==> config.mk <==
export PLATFORM = sky130hd
export DESIGN_NAME = vtan_seq_unit
export DESIGN_NICKNAME = d
export VERILOG_FILES = /design/src/sv/vtan_pkg.sv /design/src/sv/vtan_seq_unit.sv
export SDC_FILE = /design/constraint.sdc
export NUM_CORES = 1
export LEC_CHECK = 0
export BUFFER_PORTS_ARGS = -buffer_cell sky130_fd_sc_hd__buf_4
export CAP_MARGIN = 20
export CORE_ASPECT_RATIO = 0.7
export CORE_UTILIZATION = 45
export DETAILED_ROUTE_END_ITERATION = 10
export PLACE_DENSITY = 0.64
export SLEW_MARGIN = 20
export SYNTH_ARGS = -nofsm -noshare
export SYNTH_HDL_FRONTEND = slang
export SYNTH_SLANG_ARGS = --single-unit
==> constraint.sdc <==
create_clock -name clock -period 4.9 [get_ports clock]
set_clock_uncertainty 0.15 [all_clocks]
set_input_delay 0.245 -clock clock [delete_from_list [all_inputs] [get_ports clock]]
set_output_delay 0.245 -clock clock [all_outputs]
set_load 0.03 [all_outputs]
==> src/sv/vtan_pkg.sv <==
`timescale 1ns / 1ps
package vtan_pkg;
   localparam int QW = 16;
   localparam logic [QW-1:0] ONE_Q14 = 16'd16384;

   typedef struct packed {
      logic start;
      logic sqrt_mode;
   } div_ctl_type;
endpackage

==> src/sv/vtan_seq_unit.sv <==
`timescale 1ns / 1ps
module vtan_seq_unit
   import vtan_pkg::*;
(
   input  logic        clock,
   input  logic        reset,
   input  div_ctl_type ctl,
   input  logic [63:0] num,
   input  logic [31:0] den,
   output logic        done,
   output logic [31:0] result
);
   // shared shift/subtract engine: 2 radicand bits for sqrt or 1 bit of quotient per cycle
   // sqrt: 32 steps over a 64-bit radicand; divide: 45 steps, num < 2^45
   logic [63:0] src_ff, src_in;   // operand bits still to come, msb first
   logic [35:0] acc_ff, acc_in;   // partial remainder
   logic [31:0] res_ff, res_in;
   logic [5:0]  cnt_ff, cnt_in;
   logic        busy_ff, busy_in, mode_ff, mode_in, done_ff;
   logic [31:0] den_ff, den_in;
   logic [35:0] shifted, subtrahend, trial;

   always_comb begin
      src_in = src_ff; acc_in = acc_ff; res_in = res_ff; cnt_in = cnt_ff;
      busy_in = busy_ff; mode_in = mode_ff; den_in = den_ff;
      if (mode_ff) begin
         shifted = {acc_ff[33:0], src_ff[63:62]};
         subtrahend = {2'b00, res_ff, 2'b01};
      end else begin
         shifted = {acc_ff[34:0], src_ff[63]};
         subtrahend = {4'd0, den_ff};
      end
      trial = shifted - subtrahend;
      if (ctl.start) begin
         acc_in = '0; res_in = '0; busy_in = 1'b1;
         mode_in = ctl.sqrt_mode; den_in = den;
         src_in = ctl.sqrt_mode ? num : {num[44:0], 19'd0};
         cnt_in = ctl.sqrt_mode ? 6'd31 : 6'd44;
      end else if (busy_ff) begin
         src_in = mode_ff ? {src_ff[61:0], 2'b00} : {src_ff[62:0], 1'b0};
         if (!trial[35]) begin
            acc_in = trial;
            res_in = {res_ff[30:0], 1'b1};
         end else begin
            acc_in = shifted;
            res_in = {res_ff[30:0], 1'b0};
         end
         if (cnt_ff == '0) busy_in = 1'b0;
         else cnt_in = cnt_ff - 6'd1;
      end
   end

   always_ff @(posedge clock) begin
      if (reset) begin
         busy_ff <= 1'b0;
         cnt_ff <= '0;
         done_ff <= 1'b0;
      end else begin
         busy_ff <= busy_in;
         cnt_ff <= cnt_in;
         done_ff <= busy_ff && (cnt_ff == '0);
      end
      src_ff <= src_in; acc_ff <= acc_in; res_ff <= res_in;
      mode_ff <= mode_in; den_ff <= den_in;
   end

   // result is final in the cycle done is high
   assign done = done_ff;
   assign result = res_ff;
endmodule

-- Word level (Yosys, flattened, before mapping)
Cells that the tools add are included.
- register bits: 172
- output and inout port bits: 33
- input port bits: 100
- word-level logic and storage cells: 30
- reduce and logical (&&, ||, !) cells: 4
- equal/unequal tests: 1
- muxes and demuxes: 15
- add/subtract/negate cells: 2
- operators with widths (cell ; count):
    64-bit 2-to-1 mux ; 4
    36-bit 2-to-1 mux ; 1
    36-bit by 34-bit subtractor with 36-bit output ; 1
    35-bit 2-to-1 mux ; 1
    34-bit 2-to-1 mux ; 1
    6-bit 2-to-1 mux ; 4
    6-bit logical NOT ; 1
    6-bit by 1-bit subtractor with 6-bit output (second input constant) ; 1
    1-bit 2-to-1 mux ; 4
    2-bit != test (second input constant) ; 1
    2-bit AND reduction ; 1
    2-bit nonzero test ; 1
    1-bit logical AND ; 1

-- Longest topological paths before layout
Gate-level depths: netlist (run 1).
- word-level depth: 4
- depth in mapped cells: 17
- gate-level depth less buffers: 12

-- Worst setup path before layout (run 1)
Ideal clock, no wire load.
- path type: reg-to-reg
- from: register mode_ff
- to: register acc_ff[0]
- arrival time: 4.117 ns
- path slack: 0.558 ns
- buffers on the path: 6
- period minus slack after synthesis: 4.342 ns
- required time: 4.675 ns
- setup time: 0.075 ns
- stages on the path, launching flop included: 18
- path through: edfxtp_1 -> buf_2 -> buf_1 -> clkbuf_1 -> clkbuf_1 -> mux2i_1 -> ha_1 -> buf_2 -> a21oi_1 -> o21a_2 -> nor3_2 -> a2111oi_4 -> and3b_1 -> a21bo_4 -> xor2_4 -> buf_6 -> mux2_1 -> o22ai_1
- cells in the longest elaborated chain, start to end: 3
- elaborated cells between the ends (all ways): 4
- those cells by class: add/sub (1); mux (3)
- ends and longest elaborated chain (what ; RTL line ; text):
    start, declared ; vtan_seq_unit.sv:19 ; logic busy_ff, busy_in, mode_ff, mode_in, done_ff;
    start signal, assigned ; vtan_seq_unit.sv:64 ; mode_ff <= mode_in; den_ff <= den_in;
    36-bit 2-to-1 mux / 34-bit 2-to-1 mux (equally long branches) ; vtan_seq_unit.sv:26 ; if (mode_ff) begin
    36-bit by 34-bit subtractor with 36-bit output ; vtan_seq_unit.sv:33 ; trial = shifted - subtrahend;
    35-bit 2-to-1 mux * ; vtan_seq_unit.sv:41 ; if (!trial[35]) begin
    end signal, assigned ; vtan_seq_unit.sv:63 ; src_ff <= src_in; acc_ff <= acc_in; res_ff <= res_in;
    end, declared ; vtan_seq_unit.sv:16 ; logic [35:0] acc_ff, acc_in;
Mark *: on every way between the ends. The rest lies on a longest branch, timed or not.
A chain may end at the register's enable or synchronous reset.

-- Worst setup path in the final report (run 1)
- from: register mode_ff
- to: register acc_ff[1]
The elaborated chain is that of the path after synthesis.

==> flow_summary.json, run 1 <==
{
  "vias": 8165,
  "initial_core_util_pct": 45.89,
  "syn_to_final_growth_pct": 21.96,
  "setup_viol": 0,
  "cp_data_required_time_ps": 5100,
  "async_reset_ff_share_pct": 0,
  "ys_seq_area_share_pct": 42.53,
  "grt_max_degree": 107,
  "worstPathMaxFanout": 23,
  "io_buffers": 132,
  "ant_nets": 0,
  "period_needed_ps": 4252,
  "dpl_cell_area_mm2": 0.01155,
  "clkLatencyLatePin_ps": 440,
  "first_iter_violations": 566,
  "rows": 46,
  "wl_per_cell_um": 16.88,
  "cp-start-kind": "flip-flop",
  "htree_levels": 4,
  "arrival_ps": 4450,
  "syn_inst": 1036,
  "die_h_um": 129.1,
  "cts_setup_buffers": 0,
  "tritoncts": "built",
  "synth-edff-count": 97,
  "clk_pin_slew_ps": 60,
  "finalHoldViolCount": 0,
  "io_pins": 133,
  "fp.dieW_um": 183.5,
  "preCtsSetupSlack_ps": 724.5,
  "fin_ws_ps": 647.8,
  "status": "completed",
  "slew_headroom_pct": 28.69,
  "antenna_found_initial": 0,
  "synth-warning-count": 0,
  "cts-root-buf": "clkbuf_16",
  "worst_setup_path_end_kind": "flip-flop",
  "cts_sinks": 172,
  "powerDensity_mw_per_mm2": 463.1,
  "irDropWorstVdd_v": 0.0002955,
  "gp_congestion": 0.8819,
  "diodes": 0,
  "worst_pin_slew_ps": 1070,
  "dr.pass1.iters": 5,
  "hp-class": "primary input to flip-flop",
  "grt_use_total_pct": 21.42,
  "viasPerCell": 5.458,
  "final_util_pct": 55.97,
  "drc": 0,
  "drive_above_1_share_pct": 18.07,
  "slew_viol_final": 0,
  "dp_hpwl_um": 16990,
  "synth_top_flop_cell": "edfxtp_1",
  "max-cap-violations": 0,
  "totalWireLength_um": 25250,
  "syn_avg_cell_area_um2": 10.02,
  "syn_area_mm2": 0.01038,
  "numCtsBuffers": 17,
  "p_leak_nw": 5.201,
  "finalCritPeriodShare_pct": 86.78,
  "setup.worst_path.class": "flip-flop to flip-flop",
  "cts_buffer_depth": 2,
  "grt_setup_unrepaired": "no",
  "ys_ff_latch": 172,
  "grt_pass1_vias": 7486,
  "clock.fmax_ghz": 0.2352,
  "final_cell_area_mm2": 0.01266,
  "synth_fp_nets": 1173,
  "ys_types": 59,
  "postCtsResizedCells": 0,
  "overflow": 0,
  "dieArea_mm2": 0.02369,
  "grt_pass1_wl_um": 40010,
  "tns_ps": 0,
  "coreArea_mm2": 0.02262,
  "final_nets": 1308
}
-- layout make-up --
class	count	area, um2
well taps	312	390.4
clock inverters	15	170.2
multi-input cells	775	5597
clock buffers	17	425.4
repair buffers	192	1610
inverters	13	48.80
flip-flops and latches	172	4418
fillers	1994	9960
-- worst paths after layout --
| kind | to | start | cells after the start | slack, ps |
|---|---|---|---|---|
| worst min-delay path | src_ff[0] | num[0] | 2 | 40 |
| worst max-delay path | acc_ff[1] | mode_ff | 14 | 650 |
| worst max register to register | acc_ff[1] | mode_ff | 14 | 650 |
| worst min register to register | acc_ff[3] | acc_ff[3] | 2 | 350 |
-- worst max-delay path, stage by stage, from the launching register on --
cell,delay (ps)
edfxtp_1,400
buf_4,340
mux2i_1,410
inv_1,90
ha_1,290
nor2b_1,140
o2111ai_1,220
nand3_1,170
a32o_2,330
o21bai_1,260
a21bo_4,200
xor2_4,470
buf_12,230
mux2_1,330
o22ai_1,140
-- registers in the layout (all words and copies together), names as in the netlist --
signal	count
busy_ff	1
done	1
result	32
den_ff	32
src_ff	64
mode_ff	1
cnt_ff	6
acc_ff	35
-- kinds of logic (layout without fill, tap and decap cells) --
logic type	after synthesis	in the layout	synth area share, %
buffers and inverters	89	237	3.556
multiplexers	186	186	18.33
AND/OR/NAND/NOR	259	259	11.72
XOR/XNOR	36	36	3.218
adder cells (fa/ha/maj)	37	37	4.532
AO/OA/AOI/OAI	257	257	16.12
flip-flops	172	172	42.53
-- placed cells by master (no fill, tap or decap), types with 6 or more instances in the layout --
master | netlist | routed
a211oi_1 | 73 | 73
a21o_1 | 16 | 16
a21oi_1 | 84 | 84
a31oi_1 | 6 | 6
and3_1 | 7 | 7
buf_4 | 0 | 137
clkbuf_16 | 0 | 17
dfxtp_1 | 75 | 74
dlygate4sd3_1 | 0 | 51
edfxtp_1 | 97 | 97
ha_1 | 36 | 36
inv_1 | 13 | 13
mux2_2 | 31 | 31
mux2i_1 | 153 | 153
nand2_1 | 61 | 61
nand3_1 | 9 | 9
nand4_1 | 8 | 8
nor2_1 | 98 | 98
nor2b_1 | 52 | 52
nor3_1 | 10 | 10
o21a_1 | 6 | 6
o21ai_0 | 31 | 31
o21ai_1 | 7 | 7
xnor2_1 | 25 | 25
xor2_1 | 10 | 10
-- cell usage after synthesis, types with 16 or more instances --
cell type | instances | area [um2]
a21o_1 | 16 | 120.1
nand2_1 | 61 | 229.0
ha_1 | 36 | 450.4
nor2_1 | 98 | 367.9
a21oi_1 | 84 | 420.4
a211oi_1 | 73 | 548.0
o21ai_0 | 31 | 155.2
mux2i_1 | 153 | 1531
dfxtp_1 | 75 | 1501
mux2_2 | 31 | 349.1
nor2b_1 | 52 | 325.3
clkbuf_1 | 54 | 202.7
xnor2_1 | 25 | 219.0
edfxtp_1 | 97 | 2913
-- metal layers --
layer	share of wire (%)	GRT usage [%]	routed length, um
met1	55	35.20	13880
met5	0	0	0
met3	4.6	3.710	1152
met2	40	28.07	9989
met4	0.91	5.049	229
-- repair_timing --
action	4_1_cts	5_1_grt
hold buffers	51	0
endpoints found under the setup margin	0	0
endpoints found under the hold margin	58	0
-- where the power goes --
part / internal, mW / total [mW] / switching [mW] / leakage (nW)
clock network: 0.801 / 1.39 / 0.587 / 0.290
logic: 1.24 / 2.64 / 1.40 / 3.33
registers: 1.72 / 1.83 / 0.115 / 1.58
-- through the flow --
step | power [mW] | std cells | hold slack, ps
final | 5.863 | 1496 | 38.68
after global routing | 6.225 | 1496 | 39.58
after CTS | 5.877 | 1496 | 14.78
after detailed placement | 4.430 | 1413 | 274.3
after global placement | 4.415 | 1413 | 273.1
after floorplan | 3.887 | 1036 | 167.4
Note: power is estimated with default switching activity, not from simulation.
==> run 2: changes to the inputs <==
--- a/config.mk
+++ b/config.mk
@@ -7,7 +7,6 @@
 export LEC_CHECK = 0
 export BUFFER_PORTS_ARGS = -buffer_cell sky130_fd_sc_hd__buf_4
 export CAP_MARGIN = 20
-export CORE_ASPECT_RATIO = 0.7
 export CORE_UTILIZATION = 45
 export DETAILED_ROUTE_END_ITERATION = 10
 export PLACE_DENSITY = 0.64
==> flow_summary.json, run 2 (synthesis results as in run 1) <==
{
  "ant_nets": 0,
  "powerDensity_mw_per_mm2": 451.7,
  "rows": 55,
  "io_buffers": 132,
  "dpl_cell_area_mm2": 0.01151,
  "preCtsSetupSlack_ps": 924.6,
  "clk_pin_slew_ps": 80,
  "vias": 8071,
  "path_buf_inv": 2,
  "final_common_cell": "mux2i_1",
  "coreArea_mm2": 0.02264,
  "grt_pass1_vias": 7910,
  "cts_setup_buffers": 0,
  "hp-class": "primary input to flip-flop",
  "worstPathMaxFanout": 26,
  "p_leak_nw": 5.189,
  "tns_ps": 0,
  "syn_to_final_growth_pct": 21.48,
  "overflow": 0,
  "grt_max_degree": 89,
  "htree_levels": 4,
  "arrival_ps": 4220,
  "final_nets": 1312,
  "period_needed_ps": 4001,
  "dieArea_mm2": 0.02368,
  "reg_top3": "src_ff (64), acc_ff (35)",
  "multiInputGateArea_mm2": 0.005597,
  "crit_top_cell": "buf_4",
  "fin_ws_ps": 899.2,
  "finalHoldViolCount": 0,
  "critPathSlowestCell": "ha_1",
  "max_stage_delay_ps": 410,
  "status": "completed",
  "final_cells": 1473,
  "grt_pass1_wl_um": 39260,
  "cts-root-buf": "clkbuf_16",
  "finalCritPeriodShare_pct": 81.65,
  "cp-start-kind": "flip-flop",
  "cts_buffer_depth": 2,
  "max-cap-violations": 0,
  "initial_core_util_pct": 45.85,
  "dp_hpwl_um": 16110,
  "wl_per_cell_um": 16.21,
  "diodes": 0,
  "grt_use_total_pct": 20.65,
  "worst_setup_path_end_kind": "flip-flop",
  "largest_register_ffs": 64,
  "io_pins": 133,
  "top_register": "src_ff",
  "num-fill-cells": 1978,
  "final_cell_area_mm2": 0.01261,
  "tritoncts": "built",
  "crit_chain": "buf_4 > mux2_2 > ha_1 > nand4_1 > nor3_2 > and3_1 > a32o_2 > o21bai_1 > a21bo_4 > xor2_4 > buf_4 > mux2_1 > o22ai_1",
  "layout_common_cells": "mux2i_1 (153), buf_4 (141), nor2_1 (98), edfxtp_1 (97), a21oi_1 (84)",
  "crit_family": "multiplexers",
  "irDropWorstVdd_v": 0.0003133,
  "ff_latch_area_mm2": 0.004418,
  "worst_pin_slew_ps": 904.0,
  "slew_viol_final": 0,
  "viasPerCell": 5.479,
  "antenna_found_initial": 0,
  "slew_headroom_pct": 39.73,
  "numCtsBuffers": 17,
  "drive_above_1_share_pct": 18.35,
  "drc": 0,
  "fp.dieW_um": 153.9,
  "clkLatencyLatePin_ps": 440,
  "totalWireLength_um": 23880,
  "setup.worst_path.class": "flip-flop to flip-flop",
  "gp_congestion": 0.8572,
  "setup_viol": 0,
  "post-place-cells": 1388,
  "first_iter_violations": 478,
  "grt_setup_unrepaired": "no",
  "die_h_um": 153.9,
  "cp_data_required_time_ps": 5120,
  "clock.fmax_ghz": 0.2499,
  "dr.pass1.iters": 4,
  "cts_sinks": 172
}
==> run 2: changes by cell type in the layout (fill, tap and decap cells not counted), sizes merged <==
cell and change:
buf +2, bufinv -3, clkinv -5, clkinvlp +2
dlygate4sd3 +2, inv +6
==> run 2: final cells by class <==
class | instances | share of cell area [%]
Clock buffer | 17 | 3.374
Inverter | 13 | 0.3870
Timing Repair Buffer | 196 | 12.85
Clock inverter | 15 | 1.141
Sequential cell | 172 | 35.04
Tap cell | 285 | 2.828
Multi-Input combinational cell | 775 | 44.38
==> run 2: worst paths after layout <==
kind | start | to | slack [ps] | depth (start not counted)
worst min register to register | acc_ff[13] | acc_ff[13] | 350 | 2
worst min-delay path | num[54] | src_ff[54] | 20 | 3
worst max register to register | mode_ff | acc_ff[1] | 900 | 13
worst max-delay path | mode_ff | acc_ff[1] | 900 | 13
==> run 2: timing repair <==
item | 4_1_cts | 5_1_grt
hold buffers | 53 | 0
resized for setup | 0 | 0
hold endpoints to repair | 60 | 0
==> run 2: metal layers <==
metal	part of all wire [%]	GRT usage, %	vias up	wire length (um)
li1	-	-	4120	-
met1	50	28.49	3788	11830
met2	46	32.92	142	10970
met3	3.4	3.777	21	818
met4	1.1	6.048	0	256
met5	0	0	-	0
==> run 2: worst reg2reg max path: stages (launching register included) <==
cell and delay [ps]:
edfxtp_1 400, buf_4 360, mux2_2 410, ha_1 410
nand4_1 190, nor3_2 280, and3_1 190, a32o_2 150
o21bai_1 120, a21bo_4 250, xor2_4 150, buf_4 370
mux2_1 380, o22ai_1 120
==> run 2: through the flow <==
stage | power (mW) | hold slack, ps | utilization [%]
2_1_floorplan | 3.887 | 167.4 | -
3_3_place_gp | 4.318 | 273.3 | 50.84
3_5_place_dp | 4.336 | 274.5 | 50.84
4_1_cts | 5.727 | 5.901 | 55.69
5_1_grt | 6.068 | 20.82 | 55.69
6_report | 5.696 | 23.16 | 55.69
==> run 2: power breakdown <==
group | switching, mW | internal, mW
combinational | 1.35 | 1.18
sequential | 0.110 | 1.72
clock | 0.658 | 0.675
==> run 3: changes to the inputs <==
==> constraint.sdc (replaced) <==
create_clock -name clock -period 3.71 [get_ports clock]
set_clock_uncertainty 0.15 [all_clocks]
set_input_delay 0.1855 -clock clock [delete_from_list [all_inputs] [get_ports clock]]
set_output_delay 0.1855 -clock clock [all_outputs]
set_load 0.03 [all_outputs]
==> flow_summary.json, run 3 (synthesis results as in run 1) <==
{
  "cts-root-buf": "clkbuf_16",
  "hold_path_depth": 3,
  "arrival_ps": 3870,
  "dpl_cell_area_mm2": 0.01177,
  "clock.fmax_ghz": 0.2671,
  "hp-start": "num[51]",
  "antenna_found_initial": 0,
  "clk_pin_slew_ps": 80,
  "hp-class": "primary input to flip-flop",
  "reg_top3": "src_ff (64), acc_ff (35)",
  "max-cap-violations": 0,
  "first_iter_violations": 525,
  "drc": 0,
  "irDropWorstVdd_v": 0.0005705,
  "final_nets": 1387,
  "cp-start-kind": "flip-flop",
  "tns_ps": -242.9,
  "dieArea_mm2": 0.02368,
  "grt_use_total_pct": 21.20,
  "initial_core_util_pct": 45.85,
  "diodes": 0,
  "numCtsBuffers": 17,
  "grt_setup_unrepaired": "yes",
  "worst_pin_slew_ps": 857.0,
  "rows": 55,
  "finalHoldViolCount": 0,
  "holdWs_ps": 0.2888,
  "drive_above_1_share_pct": 22.33,
  "grt_pass1_vias": 8287,
  "period_needed_ps": 3745,
  "slew_viol_final": 0,
  "wl_per_cell_um": 16.59,
  "totalWireLength_um": 25680,
  "final_cell_area_mm2": 0.01347,
  "cp_data_required_time_ps": 3840,
  "cts_buffer_depth": 2,
  "clkLatencyLatePin_ps": 440,
  "setup.worst_path.class": "flip-flop to flip-flop",
  "viasPerCell": 5.470,
  "layout_common_cells": "buf_4 (178), mux2i_1 (147), nor2_1 (98), edfxtp_1 (97), a21oi_1 (82)",
  "coreArea_mm2": 0.02264,
  "vias": 8468,
  "finalCritPeriodShare_pct": 100.9,
  "worstPathMaxFanout": 11,
  "cp-startpoint": "mode_ff",
  "whs_endpoint": "src_ff[51]",
  "failed_checks": "negative setup slack",
  "gp_congestion": 0.8540,
  "setup_viol": 14,
  "cts_sinks": 172,
  "htree_levels": 4,
  "slew_headroom_pct": 42.86,
  "die_h_um": 153.9,
  "overflow": 0,
  "syn_to_final_growth_pct": 29.80,
  "p_leak_nw": 5.591,
  "r2r_slack_ps": -30,
  "post-place-cells": 1421,
  "fin_ws_ps": -34.55,
  "top_register": "src_ff",
  "fp.dieW_um": 153.9,
  "dr.pass1.iters": 4,
  "final_cells": 1548,
  "final_common_cell": "buf_4",
  "ff2ff_path_depth": 15,
  "powerDensity_mw_per_mm2": 632.4,
  "ant_nets": 0,
  "dp_hpwl_um": 16650,
  "reg2reg_from": "mode_ff",
  "status": "finished with violations",
  "io_pins": 133,
  "grt_pass1_wl_um": 40680,
  "regToRegEndpoint": "acc_ff[3]",
  "tritoncts": "built",
  "largest_register_ffs": 64,
  "io_buffers": 132,
  "grt_max_degree": 108,
  "worst_setup_path_end_kind": "flip-flop"
}
run 3: changes by cell type in the layout (fill, tap and decap cells not counted), sizes merged:
| cell | delta |
|---|---|
| buf | +43 |
| clkbuf | +4 |
| clkinv | +2 |
| clkinvlp | -2 |
| dlygate4sd3 | +28 |
run 3: timing repair:
| item | 4_1_cts | 5_1_grt |
|---|---|---|
| gates resized for setup | 5 | 24 |
| hold buffers | 81 | 0 |
| pin swaps | 0 | 5 |
| endpoints found under the setup margin | 35 | 36 |
| cloned | 1 | 4 |
| buffers inserted | 0 | 9 |
| endpoints found under the hold margin | 89 | 0 |
run 3: critical path, cell delays in order, from the launching register on:
cell	delay (ps)
edfxtp_1	460
buf_4	180
clkbuf_16	170
mux2_2	350
ha_1	310
a21oi_1	170
o21a_2	180
nor3_2	60
a2111oi_4	380
and3b_1	230
a21bo_4	150
xor2_4	190
buf_4	150
clkbuf_16	180
mux2i_1	200
a211oi_1	90
run 3: report_power, final:
part | internal [mW] | switching (mW) | total [mW]
clock | 0.898 | 0.869 | 1.77
combinational | 2.22 | 2.12 | 4.34
sequential | 2.27 | 0.150 | 2.42
run 3: how the worst max path moves through the flow:
| stage | slack [ps] | end |
|---|---|---|
| 2_1_floorplan | 30 | acc_ff[34] |
| 3_3_place_gp | 20 | acc_ff[1] |
| 3_5_place_dp | -150 | acc_ff[1] |
| 4_1_cts | 30 | acc_ff[18] |
| 5_1_grt | -150 | acc_ff[10] |
| 6_report | -30 | acc_ff[3] |
run 3: metrics by stage:
stage	total power [mW]	utilization, %	worst slack [ps]
after global placement	5.908	51.99	21.01
after CTS	7.972	58.37	27.53
after global routing	9.006	59.51	-150.2
final	8.521	59.51	-34.55
after detailed placement	5.941	51.99	-150.9
after floorplan	5.139	-	32.81
run 3: cell type report:
type	count	area, um2
Multi-Input combinational cell	775	5689
Sequential cell	172	4418
Timing Repair Buffer	271	2384
Clock buffer	17	425.4
Clock inverter	15	151.4
Tap cell	285	356.6
Inverter	13	48.80
Fill cell	1914	9168
run 3: routing by layer:
metal	track usage, %	vias up	part of all wire [%]	wire length (um)
met4	4.810	0	0.60	155
met2	37.79	152	52	13340
met5	0	-	0	0
met1	26.48	4051	44	11380
met3	3.918	9	3.1	805
li1	-	4256	-	-
